`src/design/assert_macros.svh`:
```
// ----------------------------------------------------------------------------
// assert_macros
// Assertion helpers shared by the controller and datapath files.
// ----------------------------------------------------------------------------
// Each macro uses the clock and reset signals of the module that expands it.
`ifndef ASSERT_MACROS_SVH
`define ASSERT_MACROS_SVH

// Consequent must hold in the same cycle as the antecedent.
`define ASSERT_IMPLIES(label, ante, cons) \
   label: assert property (@(posedge clock) disable iff (reset) (ante) |-> (cons)) \
      else $error("assertion failed");

// Consequent must hold in the cycle after the antecedent.
`define ASSERT_NEXT(label, ante, cons) \
   label: assert property (@(posedge clock) disable iff (reset) (ante) |=> (cons)) \
      else $error("assertion failed");

`endif

```
`src/design/swea_pkg.sv`:
```
// ----------------------------------------------------------------------------
// swea_pkg
// Shared constants and types of the sliding window extreme age block.
// ----------------------------------------------------------------------------
package swea_pkg;

   localparam int WINDOW_DEPTH = 64;
   localparam int PRICE_BITS   = 32;
   localparam int ADDR_BITS    = $clog2(WINDOW_DEPTH);
   localparam int PERIOD_BITS  = 6;
   localparam int AGE_BITS     = 7;
   localparam int RESULT_BITS  = 15;
   localparam int NUM_BITS     = RESULT_BITS + PERIOD_BITS;
   localparam int DIV_STEPS    = RESULT_BITS;
   localparam int DIV_CNT_BITS = $clog2(DIV_STEPS);

   localparam logic [PERIOD_BITS-1:0] PERIOD_RESET = PERIOD_BITS'(14);
   localparam logic [AGE_BITS-1:0]    AGE_INVALID  = '1;
   // 100.0 in Q13.8
   localparam logic [NUM_BITS-1:0]    SCALE        = NUM_BITS'(25600);

   typedef struct packed {
      logic [PRICE_BITS-1:0] high_price;
      logic [PRICE_BITS-1:0] low_price;
   } req_payload_type;

   typedef struct packed {
      logic [RESULT_BITS-1:0] aroon_up;
      logic [RESULT_BITS-1:0] aroon_down;
      logic                   ready_res;
   } rsp_payload_type;

   typedef struct packed {
      logic accept;
      logic store;
      logic scan;
      logic div_load;
      logic div_step;
      logic emit;
   } ctrl_cmd_type;

   typedef struct packed {
      logic warming;
      logic scan_needed;
      logic scan_done;
      logic div_last;
      logic rsp_free;
   } ctrl_status_type;

endpackage

```
`src/design/swea_ram.sv`:
```
// ----------------------------------------------------------------------------
// swea_ram
// Generic single-write, single-read RAM with registered read data.
// ----------------------------------------------------------------------------
module swea_ram #(
   parameter int DATA_WIDTH = 64,
   parameter int DEPTH      = 64
) (
   input  logic                     clock,
   input  logic                     wr_en,
   input  logic [$clog2(DEPTH)-1:0] wr_addr,
   input  logic [DATA_WIDTH-1:0]    wr_data,
   input  logic                     rd_en,
   input  logic [$clog2(DEPTH)-1:0] rd_addr,
   output logic [DATA_WIDTH-1:0]    rd_data
);

   logic [DATA_WIDTH-1:0] mem_ff [DEPTH];
   logic [DATA_WIDTH-1:0] rd_data_ff;

   always_ff @(posedge clock) begin
      if (wr_en) begin
         mem_ff[wr_addr] <= wr_data;
      end
      if (rd_en) begin
         rd_data_ff <= mem_ff[rd_addr];
      end
   end

   assign rd_data = rd_data_ff;

endmodule

```
`src/design/swea_div.sv`:
```
// ----------------------------------------------------------------------------
// swea_div
// Restoring divider, one quotient bit per step, for the Q7.8 score.
// ----------------------------------------------------------------------------
module swea_div (
   input  logic                                clock,
   input  logic                                load,
   input  logic                                step,
   input  logic [swea_pkg::NUM_BITS-1:0]       dividend,
   input  logic [swea_pkg::PERIOD_BITS-1:0]    divisor,
   output logic [swea_pkg::RESULT_BITS-1:0]    quotient
);
   import swea_pkg::*;

   logic [PERIOD_BITS-1:0] rem_ff;
   logic [RESULT_BITS-1:0] work_ff;
   logic [PERIOD_BITS:0]   trial;
   logic                   fits;

   // The quotient fits in RESULT_BITS, so the top dividend bits start out
   // already below the divisor and only RESULT_BITS steps are needed.
   assign trial = {rem_ff, work_ff[RESULT_BITS-1]};
   assign fits  = (trial >= {1'b0, divisor});

   always_ff @(posedge clock) begin
      if (load) begin
         rem_ff  <= dividend[NUM_BITS-1 -: PERIOD_BITS];
         work_ff <= dividend[RESULT_BITS-1:0];
      end else if (step) begin
         if (fits) begin
            rem_ff <= PERIOD_BITS'(trial - {1'b0, divisor});
         end else begin
            rem_ff <= trial[PERIOD_BITS-1:0];
         end
         work_ff <= {work_ff[RESULT_BITS-2:0], fits};
      end
   end

   assign quotient = work_ff;

endmodule

```
`src/design/swea_ctrl.sv`:
```
// ----------------------------------------------------------------------------
// swea_ctrl
// Sequencer: store the sample, rescan if needed, divide unless warming up, hand off the result.
// ----------------------------------------------------------------------------
`include "assert_macros.svh"

module swea_ctrl (
   input  logic                       clock,
   input  logic                       reset,
   input  logic                       req_valid,
   output logic                       req_ready,
   input  swea_pkg::ctrl_status_type  status,
   output swea_pkg::ctrl_cmd_type     cmd
);
   import swea_pkg::*;

   typedef enum logic [2:0] {
      ST_IDLE,
      ST_STORE,
      ST_SCAN,
      ST_LOAD,
      ST_DIVIDE,
      ST_EMIT
   } state_type;

   state_type state_ff, state_in;

   always_comb begin
      state_in = state_ff;
      cmd      = '0;
      case (state_ff)
         ST_IDLE: begin
            cmd.accept = req_valid;
            if (req_valid) begin
               state_in = ST_STORE;
            end
         end
         ST_STORE: begin
            cmd.store = 1'b1;
            if (status.warming) begin
               state_in = ST_EMIT;
            end else if (status.scan_needed) begin
               state_in = ST_SCAN;
            end else begin
               state_in = ST_LOAD;
            end
         end
         ST_SCAN: begin
            cmd.scan = 1'b1;
            if (status.scan_done) begin
               state_in = ST_LOAD;
            end
         end
         ST_LOAD: begin
            cmd.div_load = 1'b1;
            state_in     = ST_DIVIDE;
         end
         ST_DIVIDE: begin
            cmd.div_step = 1'b1;
            if (status.div_last) begin
               state_in = ST_EMIT;
            end
         end
         ST_EMIT: begin
            if (status.rsp_free) begin
               cmd.emit = 1'b1;
               state_in = ST_IDLE;
            end
         end
         default: begin
            state_in = ST_IDLE;
         end
      endcase
   end

   always_ff @(posedge clock) begin
      if (reset) begin
         state_ff <= ST_IDLE;
      end else begin
         state_ff <= state_in;
      end
   end

   assign req_ready = (state_ff == ST_IDLE);

   `ASSERT_NEXT(a_accept_then_store, cmd.accept, state_ff == ST_STORE)

endmodule

```
`src/design/swea_dp.sv`:
```
// ----------------------------------------------------------------------------
// swea_dp
// Datapath: sample window, extreme tracking, rescan, dividers, result register.
// ----------------------------------------------------------------------------
`include "assert_macros.svh"

module swea_dp (
   input  logic                                clock,
   input  logic                                reset,
   input  logic                                csr_we,
   input  logic [swea_pkg::PERIOD_BITS-1:0]    csr_wdata,
   input  swea_pkg::req_payload_type           req_data,
   input  swea_pkg::ctrl_cmd_type              cmd,
   output swea_pkg::ctrl_status_type           status,
   input  logic                                rsp_ready,
   output logic                                rsp_valid,
   output swea_pkg::rsp_payload_type           rsp_data
);
   import swea_pkg::*;

   logic [PERIOD_BITS-1:0] period_ff;
   logic [PERIOD_BITS-1:0] p;
   logic [AGE_BITS-1:0]    p_age;

   req_payload_type        sample_ff;
   logic [ADDR_BITS-1:0]   wp_ff;
   logic [ADDR_BITS-1:0]   newest_ff;
   logic [AGE_BITS-1:0]    warmup_ff;
   logic                   zero_ff;

   logic [PRICE_BITS-1:0]  hi_val_ff, lo_val_ff;
   logic [AGE_BITS-1:0]    hi_age_ff, lo_age_ff;
   logic [AGE_BITS-1:0]    hi_age_in, lo_age_in;
   logic                   hi_scan_ff, lo_scan_ff;
   logic                   warming;

   logic                   issue_active_ff;
   logic [PERIOD_BITS-1:0] issue_age_ff;
   logic                   rd_valid_ff;
   logic [PERIOD_BITS-1:0] rd_age_ff;
   logic [ADDR_BITS-1:0]   rd_addr;
   logic [2*PRICE_BITS-1:0] rd_data;
   logic [PRICE_BITS-1:0]  rd_hi, rd_lo;
   logic                   rd_first;

   logic [DIV_CNT_BITS-1:0] div_cnt_ff;
   logic [PERIOD_BITS-1:0]  hi_dist, lo_dist;
   logic [NUM_BITS-1:0]     hi_num, lo_num;
   logic [RESULT_BITS-1:0]  up_q, down_q;

   logic                   rsp_valid_ff;
   rsp_payload_type        rsp_data_ff;

   // A period of zero acts as one.
   assign p     = (period_ff == '0) ? PERIOD_BITS'(1) : period_ff;
   assign p_age = {1'b0, p};

   // Ages count up each item while valid; the invalid code stays put.
   assign hi_age_in = (hi_age_ff == AGE_INVALID) ? AGE_INVALID : AGE_BITS'(hi_age_ff + 1'b1);
   assign lo_age_in = (lo_age_ff == AGE_INVALID) ? AGE_INVALID : AGE_BITS'(lo_age_ff + 1'b1);
   assign warming   = (warmup_ff < p_age);

   always_ff @(posedge clock) begin
      if (cmd.accept) begin
         sample_ff <= req_data;
      end
      if (cmd.store) begin
         newest_ff    <= wp_ff;
         issue_age_ff <= p;
         zero_ff      <= warming;
      end
      if (issue_active_ff) begin
         issue_age_ff <= issue_age_ff - 1'b1;
      end
      rd_age_ff <= issue_age_ff;
   end

   always_ff @(posedge clock) begin
      if (reset || csr_we) begin
         if (reset) begin
            period_ff <= PERIOD_RESET;
         end else begin
            period_ff <= csr_wdata;
         end
         wp_ff      <= '0;
         warmup_ff  <= '0;
         hi_val_ff  <= '0;
         lo_val_ff  <= '0;
         hi_age_ff  <= AGE_INVALID;
         lo_age_ff  <= AGE_INVALID;
         hi_scan_ff <= 1'b0;
         lo_scan_ff <= 1'b0;
      end else if (cmd.store) begin
         wp_ff <= wp_ff + 1'b1;
         if (warming) begin
            warmup_ff  <= warmup_ff + 1'b1;
            hi_age_ff  <= hi_age_in;
            lo_age_ff  <= lo_age_in;
            hi_scan_ff <= 1'b0;
            lo_scan_ff <= 1'b0;
         end else begin
            hi_scan_ff <= (hi_age_in > p_age);
            lo_scan_ff <= (lo_age_in > p_age);
            if (hi_age_in > p_age) begin
               hi_age_ff <= p_age;
            end else if (sample_ff.high_price >= hi_val_ff) begin
               hi_val_ff <= sample_ff.high_price;
               hi_age_ff <= '0;
            end else begin
               hi_age_ff <= hi_age_in;
            end
            if (lo_age_in > p_age) begin
               lo_age_ff <= p_age;
            end else if (sample_ff.low_price <= lo_val_ff) begin
               lo_val_ff <= sample_ff.low_price;
               lo_age_ff <= '0;
            end else begin
               lo_age_ff <= lo_age_in;
            end
         end
      end else if (rd_valid_ff) begin
         // Rescan runs oldest to newest; the oldest entry seeds the extreme
         // and later ties win.
         if (hi_scan_ff && (rd_first || (rd_hi >= hi_val_ff))) begin
            hi_val_ff <= rd_hi;
            hi_age_ff <= {1'b0, rd_age_ff};
         end
         if (lo_scan_ff && (rd_first || (rd_lo <= lo_val_ff))) begin
            lo_val_ff <= rd_lo;
            lo_age_ff <= {1'b0, rd_age_ff};
         end
      end
   end

   // Rescan read pipeline.
   always_ff @(posedge clock) begin
      if (reset) begin
         issue_active_ff <= 1'b0;
         rd_valid_ff     <= 1'b0;
      end else begin
         if (cmd.store) begin
            issue_active_ff <= !warming && ((hi_age_in > p_age) || (lo_age_in > p_age));
         end else if (issue_active_ff && (issue_age_ff == '0)) begin
            issue_active_ff <= 1'b0;
         end
         rd_valid_ff <= issue_active_ff;
      end
   end

   assign rd_addr  = ADDR_BITS'(newest_ff - issue_age_ff);
   assign rd_hi    = rd_data[2*PRICE_BITS-1:PRICE_BITS];
   assign rd_lo    = rd_data[PRICE_BITS-1:0];
   assign rd_first = (rd_age_ff == p);

   swea_ram #(
      .DATA_WIDTH (2*PRICE_BITS),
      .DEPTH      (WINDOW_DEPTH)
   ) u_window (
      .clock   (clock),
      .wr_en   (cmd.store),
      .wr_addr (wp_ff),
      .wr_data ({sample_ff.high_price, sample_ff.low_price}),
      .rd_en   (issue_active_ff),
      .rd_addr (rd_addr),
      .rd_data (rd_data)
   );

   // Score numerators: 25600 * (period - age), age clamped to the period.
   assign hi_dist = (hi_age_ff > p_age) ? '0 : PERIOD_BITS'(p - hi_age_ff[PERIOD_BITS-1:0]);
   assign lo_dist = (lo_age_ff > p_age) ? '0 : PERIOD_BITS'(p - lo_age_ff[PERIOD_BITS-1:0]);
   assign hi_num  = NUM_BITS'(NUM_BITS'(hi_dist) * SCALE);
   assign lo_num  = NUM_BITS'(NUM_BITS'(lo_dist) * SCALE);

   always_ff @(posedge clock) begin
      if (cmd.div_load) begin
         div_cnt_ff <= '0;
      end else if (cmd.div_step) begin
         div_cnt_ff <= div_cnt_ff + 1'b1;
      end
   end

   swea_div u_div_up (
      .clock    (clock),
      .load     (cmd.div_load),
      .step     (cmd.div_step),
      .dividend (hi_num),
      .divisor  (p),
      .quotient (up_q)
   );

   swea_div u_div_down (
      .clock    (clock),
      .load     (cmd.div_load),
      .step     (cmd.div_step),
      .dividend (lo_num),
      .divisor  (p),
      .quotient (down_q)
   );

   // Output register: a finished result waits here while the next item
   // is taken in.
   always_ff @(posedge clock) begin
      if (reset) begin
         rsp_valid_ff <= 1'b0;
      end else if (cmd.emit) begin
         rsp_valid_ff <= 1'b1;
      end else if (rsp_ready) begin
         rsp_valid_ff <= 1'b0;
      end
   end

   always_ff @(posedge clock) begin
      if (cmd.emit) begin
         if (zero_ff) begin
            rsp_data_ff <= '0;
         end else begin
            rsp_data_ff.aroon_up   <= up_q;
            rsp_data_ff.aroon_down <= down_q;
            rsp_data_ff.ready_res  <= 1'b1;
         end
      end
   end

   assign rsp_valid = rsp_valid_ff;
   assign rsp_data  = rsp_data_ff;

   assign status.warming     = warming;
   assign status.scan_needed = !warming && ((hi_age_in > p_age) || (lo_age_in > p_age));
   assign status.scan_done   = !issue_active_ff && !rd_valid_ff;
   assign status.div_last    = (div_cnt_ff == DIV_CNT_BITS'(DIV_STEPS - 1));
   assign status.rsp_free    = !rsp_valid_ff || rsp_ready;

   `ASSERT_NEXT(a_age_in_window, cmd.store && !warming, (hi_age_ff <= p_age) && (lo_age_ff <= p_age))
   `ASSERT_IMPLIES(a_scan_has_lane, rd_valid_ff, hi_scan_ff || lo_scan_ff)
   `ASSERT_NEXT(a_score_range, cmd.emit && !zero_ff, rsp_data_ff.aroon_up <= RESULT_BITS'(SCALE))

endmodule

```
`src/design/sliding_window_extreme_age.sv`:
```
// ----------------------------------------------------------------------------
// sliding_window_extreme_age
// Aroon up/down scores over a sliding window of high/low samples.
//
//   Channel | Ports                         | Carries
//   --------+-------------------------------+-----------------------------
//   request | req_valid req_ready req_data  | one high/low sample
//   result  | rsp_valid rsp_ready rsp_data  | aroon_up, aroon_down, ready_res
//   csr     | csr_we csr_wdata              | period (write clears state)
//
// An item passes idle, store and emit during warm-up, and idle, store, load,
// divide and emit when the tracked extremes stay in the window; a rescan adds
// a scan state before load, one window read per cycle from the oldest entry to
// the newest. The two 15-step dividers run side by side in the divide state.
// Reset is synchronous; it sets the period to 14 and clears the window state.
// A result waits in the output register while the next item is taken in;
// the item after that waits until the register is free.
// ----------------------------------------------------------------------------
module sliding_window_extreme_age (
   input  logic                              clock,
   input  logic                              reset,
   input  logic                              req_valid,
   output logic                              req_ready,
   input  swea_pkg::req_payload_type         req_data,
   output logic                              rsp_valid,
   input  logic                              rsp_ready,
   output swea_pkg::rsp_payload_type         rsp_data,
   input  logic                              csr_we,
   input  logic [swea_pkg::PERIOD_BITS-1:0]  csr_wdata
);
   import swea_pkg::*;

   ctrl_cmd_type    cmd;
   ctrl_status_type status;

   swea_ctrl u_ctrl (
      .clock     (clock),
      .reset     (reset),
      .req_valid (req_valid),
      .req_ready (req_ready),
      .status    (status),
      .cmd       (cmd)
   );

   swea_dp u_dp (
      .clock     (clock),
      .reset     (reset),
      .csr_we    (csr_we),
      .csr_wdata (csr_wdata),
      .req_data  (req_data),
      .cmd       (cmd),
      .status    (status),
      .rsp_ready (rsp_ready),
      .rsp_valid (rsp_valid),
      .rsp_data  (rsp_data)
   );

endmodule

```
`config.mk`:
```
export PLATFORM = sky130hd
export DESIGN_NAME = sliding_window_extreme_age
export DESIGN_NICKNAME = d
export VERILOG_FILES = /design/src/design/swea_pkg.sv /design/src/design/swea_ram.sv /design/src/design/swea_div.sv /design/src/design/swea_ctrl.sv /design/src/design/swea_dp.sv /design/src/design/sliding_window_extreme_age.sv
export VERILOG_INCLUDE_DIRS = /design/src /design/src/design
export SDC_FILE = /design/constraint.sdc
export NUM_CORES = 2
export LEC_CHECK = 0
export BUFFER_PORTS_ARGS = -buffer_cell sky130_fd_sc_hd__buf_2
export CAP_MARGIN = 20
export CORE_MARGIN = 5
export CORE_UTILIZATION = 30
export CTS_CLUSTER_SIZE = 24
export DETAILED_ROUTE_END_ITERATION = 8
export PLACE_DENSITY = 0.42
export SLEW_MARGIN = 20
export SYNTH_ARGS = -nofsm -noshare
export SYNTH_HDL_FRONTEND = slang
export SYNTH_SLANG_ARGS = --single-unit
```
`constraint.sdc`:
```
create_clock -name clock -period 13.1 [get_ports clock]
set_input_delay 0.655 -clock clock [delete_from_list [all_inputs] [get_ports clock]]
set_output_delay 0.655 -clock clock [all_outputs]
set_load 0.02 [all_outputs]
```
### Word level (Yosys, flattened, before mapping)

Memories as Yosys holds them, arrays and structs flattened. A register that Yosys moved wholly into a read port is not among the register bits.
Cells that the tools add are included.

| storage, ports and cells | value |
|---|---|
| output and inout port bits | 33 |
| input port bits | 75 |
| bits in registers | 265 |
| logic and storage cells | 165 |
| RAM bits | 4096 |
| memories kept | 1 |

Memory list:

| name | words | bits a word | read ports | clocked after memory_dff | wr ports | RTL line | source |
|---|---|---|---|---|---|---|---|
| u_dp.u_window.mem_ff | 64 | 64 | 1 | 1 | 1 | swea_ram.sv:18 | `logic [DATA_WIDTH-1:0] mem_ff [DEPTH];` |

| cells by class | value |
|---|---|
| order comparisons | 11 |
| reduce and logical (&&, ||, !) cells | 30 |
| $mul | 2 |
| mux-type cells | 63 |
| add/subtract/negate cells | 11 |
| equal/unequal tests | 18 |

Operator list:

| kind | number |
|---|---|
| $mux W32 | 12 |
| $mux W7 | 14 |
| $mux W6 | 11 |
| $ge A32 B32 Y1 | 2 |
| $le A32 B32 Y1 | 2 |
| $mux W15 | 4 |
| $sub A6 B6 Y6 | 5 |
| $gt A7 B6 Y1 | 4 |
| $mul A6 B5 Y11 const B | 2 |
| $add A7 B1 Y7 const B | 3 |
| $pmux W3 S6 | 1 |
| $mux W1 | 16 |
| $mux W3 | 5 |
| $eq A7 B7 Y1 const B | 2 |
| $ge A7 B6 Y1 | 2 |
| $ne A2 B2 Y1 const B | 7 |
| $reduce_bool A2 Y1 | 7 |
| $logic_not A6 Y1 | 2 |
| $reduce_and A5 Y1 | 2 |
| $lt A7 B6 Y1 | 1 |
| $add A6 B1 Y6 const B | 1 |
| $eq A3 B2 Y1 const B | 2 |
| $eq A3 B3 Y1 const B | 2 |
| $eq A6 B6 Y1 | 1 |
| other kinds (11) | 25 |

### Depth between registers and ports, before layout

| depth | value |
|---|---|
| word-level depth | 8 |
| depth in mapped cells | 24 |
| gate-level depth less buffers | 22 |

### Cells and area by module

A second synthesis with hierarchy kept.

| unflattened totals | value |
|---|---|
| cells, all modules | 8240 |
| area total of the unflattened synthesis | 174252.1 um2 |

Modules (own cells, without submodules):

| module | cells each | area an instance (um2) | seq. area each (um2) | times used |
|---|---|---|---|---|
| swea_ram | 6598 | 156989.3 | 124919.8 | 1 |
| swea_dp | 1413 | 14468.9 | 5545.3 | 1 |
| swea_div | 96 | 1251.2 | 630.6 | 2 |
| swea_ctrl | 37 | 291.5 | 60.1 | 1 |

### Worst setup path after synthesis

No wires, ideal clock.

| path | value |
|---|---|
| path type | reg-to-reg |
| from | register u_dp.period_ff[2] |
| to | register u_dp.u_div_up.rem_ff[5] (data pin) |
| data arrival time | 4.687 ns |
| cell stages (with the launch flop) | 24 |
| clock period less this slack | 4.956 ns |
| slack | 8.144 ns |
| library setup time | 0.269 ns |
| path buffers | 2 |
| cells stage by stage | edfxtp_1 > clkbuf_1 > nor3_1 > a21o_1 > ha_1 > nor2b_1 > o21a_1 > o21a_1 > o21a_1 > o21a_1 > o22a_1 > or2_2 > clkbuf_1 > nor2_1 > ha_1 > ha_1 > ha_1 > fa_1 > a21o_1 > a21oi_1 > o21bai_1 > a21oi_1 > xor2_1 > o21ai_0 |

| on the way | value |
|---|---|
| cells in the longest elaborated chain, start to end | 6 |

Ends and longest elaborated chain:

| what | RTL line | source |
|---|---|---|
| from (decl) | swea_dp.sv:21 | `logic [PERIOD_BITS-1:0] period_ff;` |
| from (signal assigned) | swea_dp.sv:83 | `period_ff <= csr_wdata;` |
| $logic_not A6 Y1 | swea_dp.sv:55 | `assign p = (period_ff == '0) ? PERIOD_BITS'(1) : period_ff;` |
| $mux W6 * | swea_dp.sv:55 |  |
| $sub A6 B6 Y6 (tied with other cells) | swea_dp.sv:169 | `assign hi_dist = (hi_age_ff > p_age) ? '0 : PERIOD_BITS'(p - hi_age_ff[PERIOD_BITS-1:0]);` |
| $mux W6, on equally long branches | swea_dp.sv:169, swea_div.sv:30 |  |
| $mul A6 B5 Y11 or $mux W6 (tied branches) | swea_dp.sv:171, swea_div.sv:29 |  |
| $mux W6 * | swea_div.sv:26 | `if (load) begin` |
| to (signal assigned) | swea_div.sv:27 | `rem_ff <= dividend[NUM_BITS-1 -: PERIOD_BITS];` |
| to (signal assigned) | swea_div.sv:31 | `rem_ff <= PERIOD_BITS'(trial - {1'b0, divisor});` |
| to (signal assigned) | swea_div.sv:33 | `rem_ff <= trial[PERIOD_BITS-1:0];` |
| to (decl) | swea_div.sv:15 | `logic [PERIOD_BITS-1:0] rem_ff;` |

Every way passes the cells marked *; elsewhere a longest branch is shown, timed or not. The select of a mux whose other input is x is not followed.
A chain may end at the register's enable or synchronous reset.

### Worst setup path in the final report

| path | value |
|---|---|
| from | register u_dp.period_ff[1] |
| to | register u_dp.u_div_up.rem_ff[5] (data pin) |

Same word-level chain as after synthesis.

==> impl_metrics.yaml <==
worst_setup_path:
  critical_path_buf_inv_count: 0
  crit_required_ps: 13820
  cp-start-kind: "flip-flop"
  end_kind: "flip-flop"
  cp_top_family: "compound AO/OA/AOI/OAI gates"
  cp.arrival_ps: 6590
  crit_top_cell: "ha_1"
  cp_slowest_stage_delay_ps: 670
  startpoint: "u_dp.period_ff[1]"
  reg2reg_setup_slack_ps: 7230
  crit_cells: 21
  r2r-end: "u_dp.u_div_up.rem_ff[5]"
  crit_chain: "nor3_1 -> a21o_1 -> ha_1 -> nor2b_1 -> o21a_1 -> o21a_1 -> o21a_1 -> o21a_1 -> o22a_1 -> or2_2 -> nor2_1 -> ha_1 -> ha_1 -> ha_1 -> ha_1 -> a21o_1 -> a21oi_1 -> o21bai_1 -> a21oi_1 -> xor2_1 -> o21ai_0"
  rr_worst_depth: 21
  crit_fanout: 11
  worstSetupPathType: "reg -> reg"
  regToRegStartpoint: "u_dp.period_ff[1]"
  crit_slowest_cell: "edfxtp_1"
final_layout:
  fin_area_mm2: 0.201
  area_delta_synth_final_pct: 15.8
  fin_cells: 16459
  fill_cells: 53323
  utilization: 0.348
  multi_input_area_mm2: 0.0404
  drive_gt1_frac: 0.282
  regArea_mm2: 0.132
  layout.nets: 8643
sta:
  finalSetupViolCount: 0
  rsz0062_at_grt: "false"
  hold_slack_ps: 115
  tightest_slew_ps: 1130
  hold_viol: 0
  setup_slack_ps: 7230
  fin_crit_sh: 0.448
  drv_slew: 0
  skew_ps: 132
  tns_ps: 0
  fin_crit_ps: 5870
  maxSlewHeadroom: 0.249
  max_freq_ghz: 0.170
drt:
  dr.pass1.iters: 5
  vias: 84788
  via_per_inst: 5.15
  routedWlPerCell_um: 33.6
  drcViolationCount: 0
  ant_nets: 0
  drtIter0Drc: 8439
  drt_wl_total_um: 552000
logic_synthesis:
  ys_top_cells_by_count: "edfxtp_1 (4296), mux4_2 (1280), ha_1 (233)"
  yosysWarnings: 0
  synth_nets: 8069
  synth-seq-area-share: 0.758
  synth_top_area_cell: "edfxtp_1"
  synth_edf_count: 4296
  synth.avg_cell_area_um2: 22.4
  synth_cell_types: 70
  yosys.area.top_type_share: 0.743
  yosysMostFrequentCell: "edfxtp_1"
  ys.flop_type: "edfxtp_1"
  ys_ff_latch: 4425
  syn-instance-count: 7754
  async_reset_ff_frac: 0
  synth_area_leaders: "edfxtp_1 (74%), mux4_2 (17%), ha_1 (1.7%)"
  netlist_area_mm2: 0.174
floorplan:
  die-area_mm2: 0.594
  core_mm2: 0.577
  boundaryPins: 108
  rows: 279
  start_util: 0.301
  die_h_um: 771
  die_x_um: 771
clock_network:
  clock_path_buffers: 4
  cts_tree: "yes"
  post-cts-setup-buffers: 0
  ctsResizeCount: 0
  cts_sinks: 4425
  clk_pin_slew_worst_paths_ps: 60
  numCtsBuffers: 472
  postCtsHoldBufs: 68
  cts-root-buf: "clkbuf_16"
  cts_max_level: 5
  clk_latency_ps: 1060
pwr:
  p_leak_nw: 62.9
  power_density_mw_per_mm2: 179
  ir_worst_vdd_uv: 150
  power.total_mw: 36.0
placement:
  placed_cells: 15512
  hpwl_um: 294000
  gp_congestion: 0.766
  dpl_worst_slack_ps: 7240
  placed_cell_area_mm2: 0.185
  portBuffers: 107
worst_hold_path:
  hp-class: "in -> reg"
  hold_path_end: "u_dp.period_ff[5]"
  hold_start: "csr_wdata[5]"
  hold_depth: 2
global_route:
  first_global_vias: 87889
  antenna_found_initial: 44
  grt_max_degree: 116
  grt_pass1_wl_um: 755000
  grt_use_total: 0.183
  grt_overflow: 0
outcome:
  outcome: "complete, no violations"
job:
  cap_violations: 0
layout by cell type, fill, tap and decap left out, types with 95 or more instances in the layout:
cell type	instances
inv_1	127
mux4_2	1280
buf_4	294
a21oi_1	202
nor2b_1	109
ha_1	232
clkbuf_16	479
buf_2	107
nor2_1	123
edfxtp_1	4296
clkbuf_1	112
mux2i_1	103
clkinv_1	114
clkinv_2	95
dfxtp_1	128
area by class of cell:
type | count | area share
tap | 7727 | 0.0481
antenna | 1 | 0.0000125
sequential | 4425 | 0.655
inverter | 130 | 0.00245
clock inverter | 273 | 0.0115
clock buffer | 604 | 0.0626
multi-input combinational | 2805 | 0.201
timing repair buffer | 494 | 0.0195
cell families after synthesis:
logic type,share of synthesized area
flip-flops,0.758
multiplexers,0.172
AO/OA/AOI/OAI,0.0209
AND/OR/NAND/NOR,0.0155
buffers and inverters,0.0126
adder cells (fa/ha/maj),0.0176
XOR/XNOR,0.00298
report_power, final:
group          total [mW]  internal, mW  switching [mW]
Combinational        7.04          3.07            3.97
Clock                13.0          7.33            5.64
Sequential           16.0          15.9          0.0836
Total                36.0          26.3            9.69
state kept, by name, summed over array words and instances, names as in the netlist, 6 cells and up:
| signal | count |
|---|---|
| u_dp.u_window.mem_ff | 4096 |
| u_dp.sample_ff | 64 |
| u_dp.u_window.rd_data | 64 |
| u_dp.hi_val_ff | 32 |
| u_dp.lo_val_ff | 32 |
| u_dp.rsp_data | 31 |
| u_dp.u_div_down.quotient | 15 |
| u_dp.u_div_up.quotient | 15 |
| u_dp.hi_age_ff | 7 |
| u_dp.lo_age_ff | 7 |
| u_dp.warmup_ff | 7 |
| u_dp.issue_age_ff | 6 |
| u_dp.newest_ff | 6 |
| u_dp.period_ff | 6 |
| u_dp.rd_age_ff | 6 |
| u_dp.u_div_down.rem_ff | 6 |
| u_dp.u_div_up.rem_ff | 6 |
| u_dp.wp_ff | 6 |
worst reg2reg max path: stages (launching register included):
cell and delay (ps):
edfxtp_1 670, nor3_1 340, a21o_1 450, ha_1 250
nor2b_1 50, o21a_1 170, o21a_1 170, o21a_1 170
o21a_1 190, o22a_1 230, or2_2 360, nor2_1 290
ha_1 300, ha_1 300, ha_1 290, ha_1 340
a21o_1 220, a21oi_1 270, o21bai_1 110, a21oi_1 170
xor2_1 170, o21ai_0 90
layer usage:
layer  vias up  wire length (µm)  track usage
li1      34053                 -            -
met1     47596            250000        0.264
met2      2447            265000        0.300
met3       686             25600       0.0198
met4         6             11600       0.0374
met5         -                40            0
worst max-delay path by stage:
stage	to
floorplan	u_dp.u_div_up.rem_ff[5]
finish	u_dp.u_div_up.rem_ff[5]
global placement	u_dp.u_div_up.rem_ff[5]
CTS	u_dp.u_div_up.rem_ff[5]
global route	u_dp.u_div_up.rem_ff[5]
detailed placement	u_dp.u_div_up.rem_ff[5]
No activity file was read; power rests on OpenSTA's default activity.
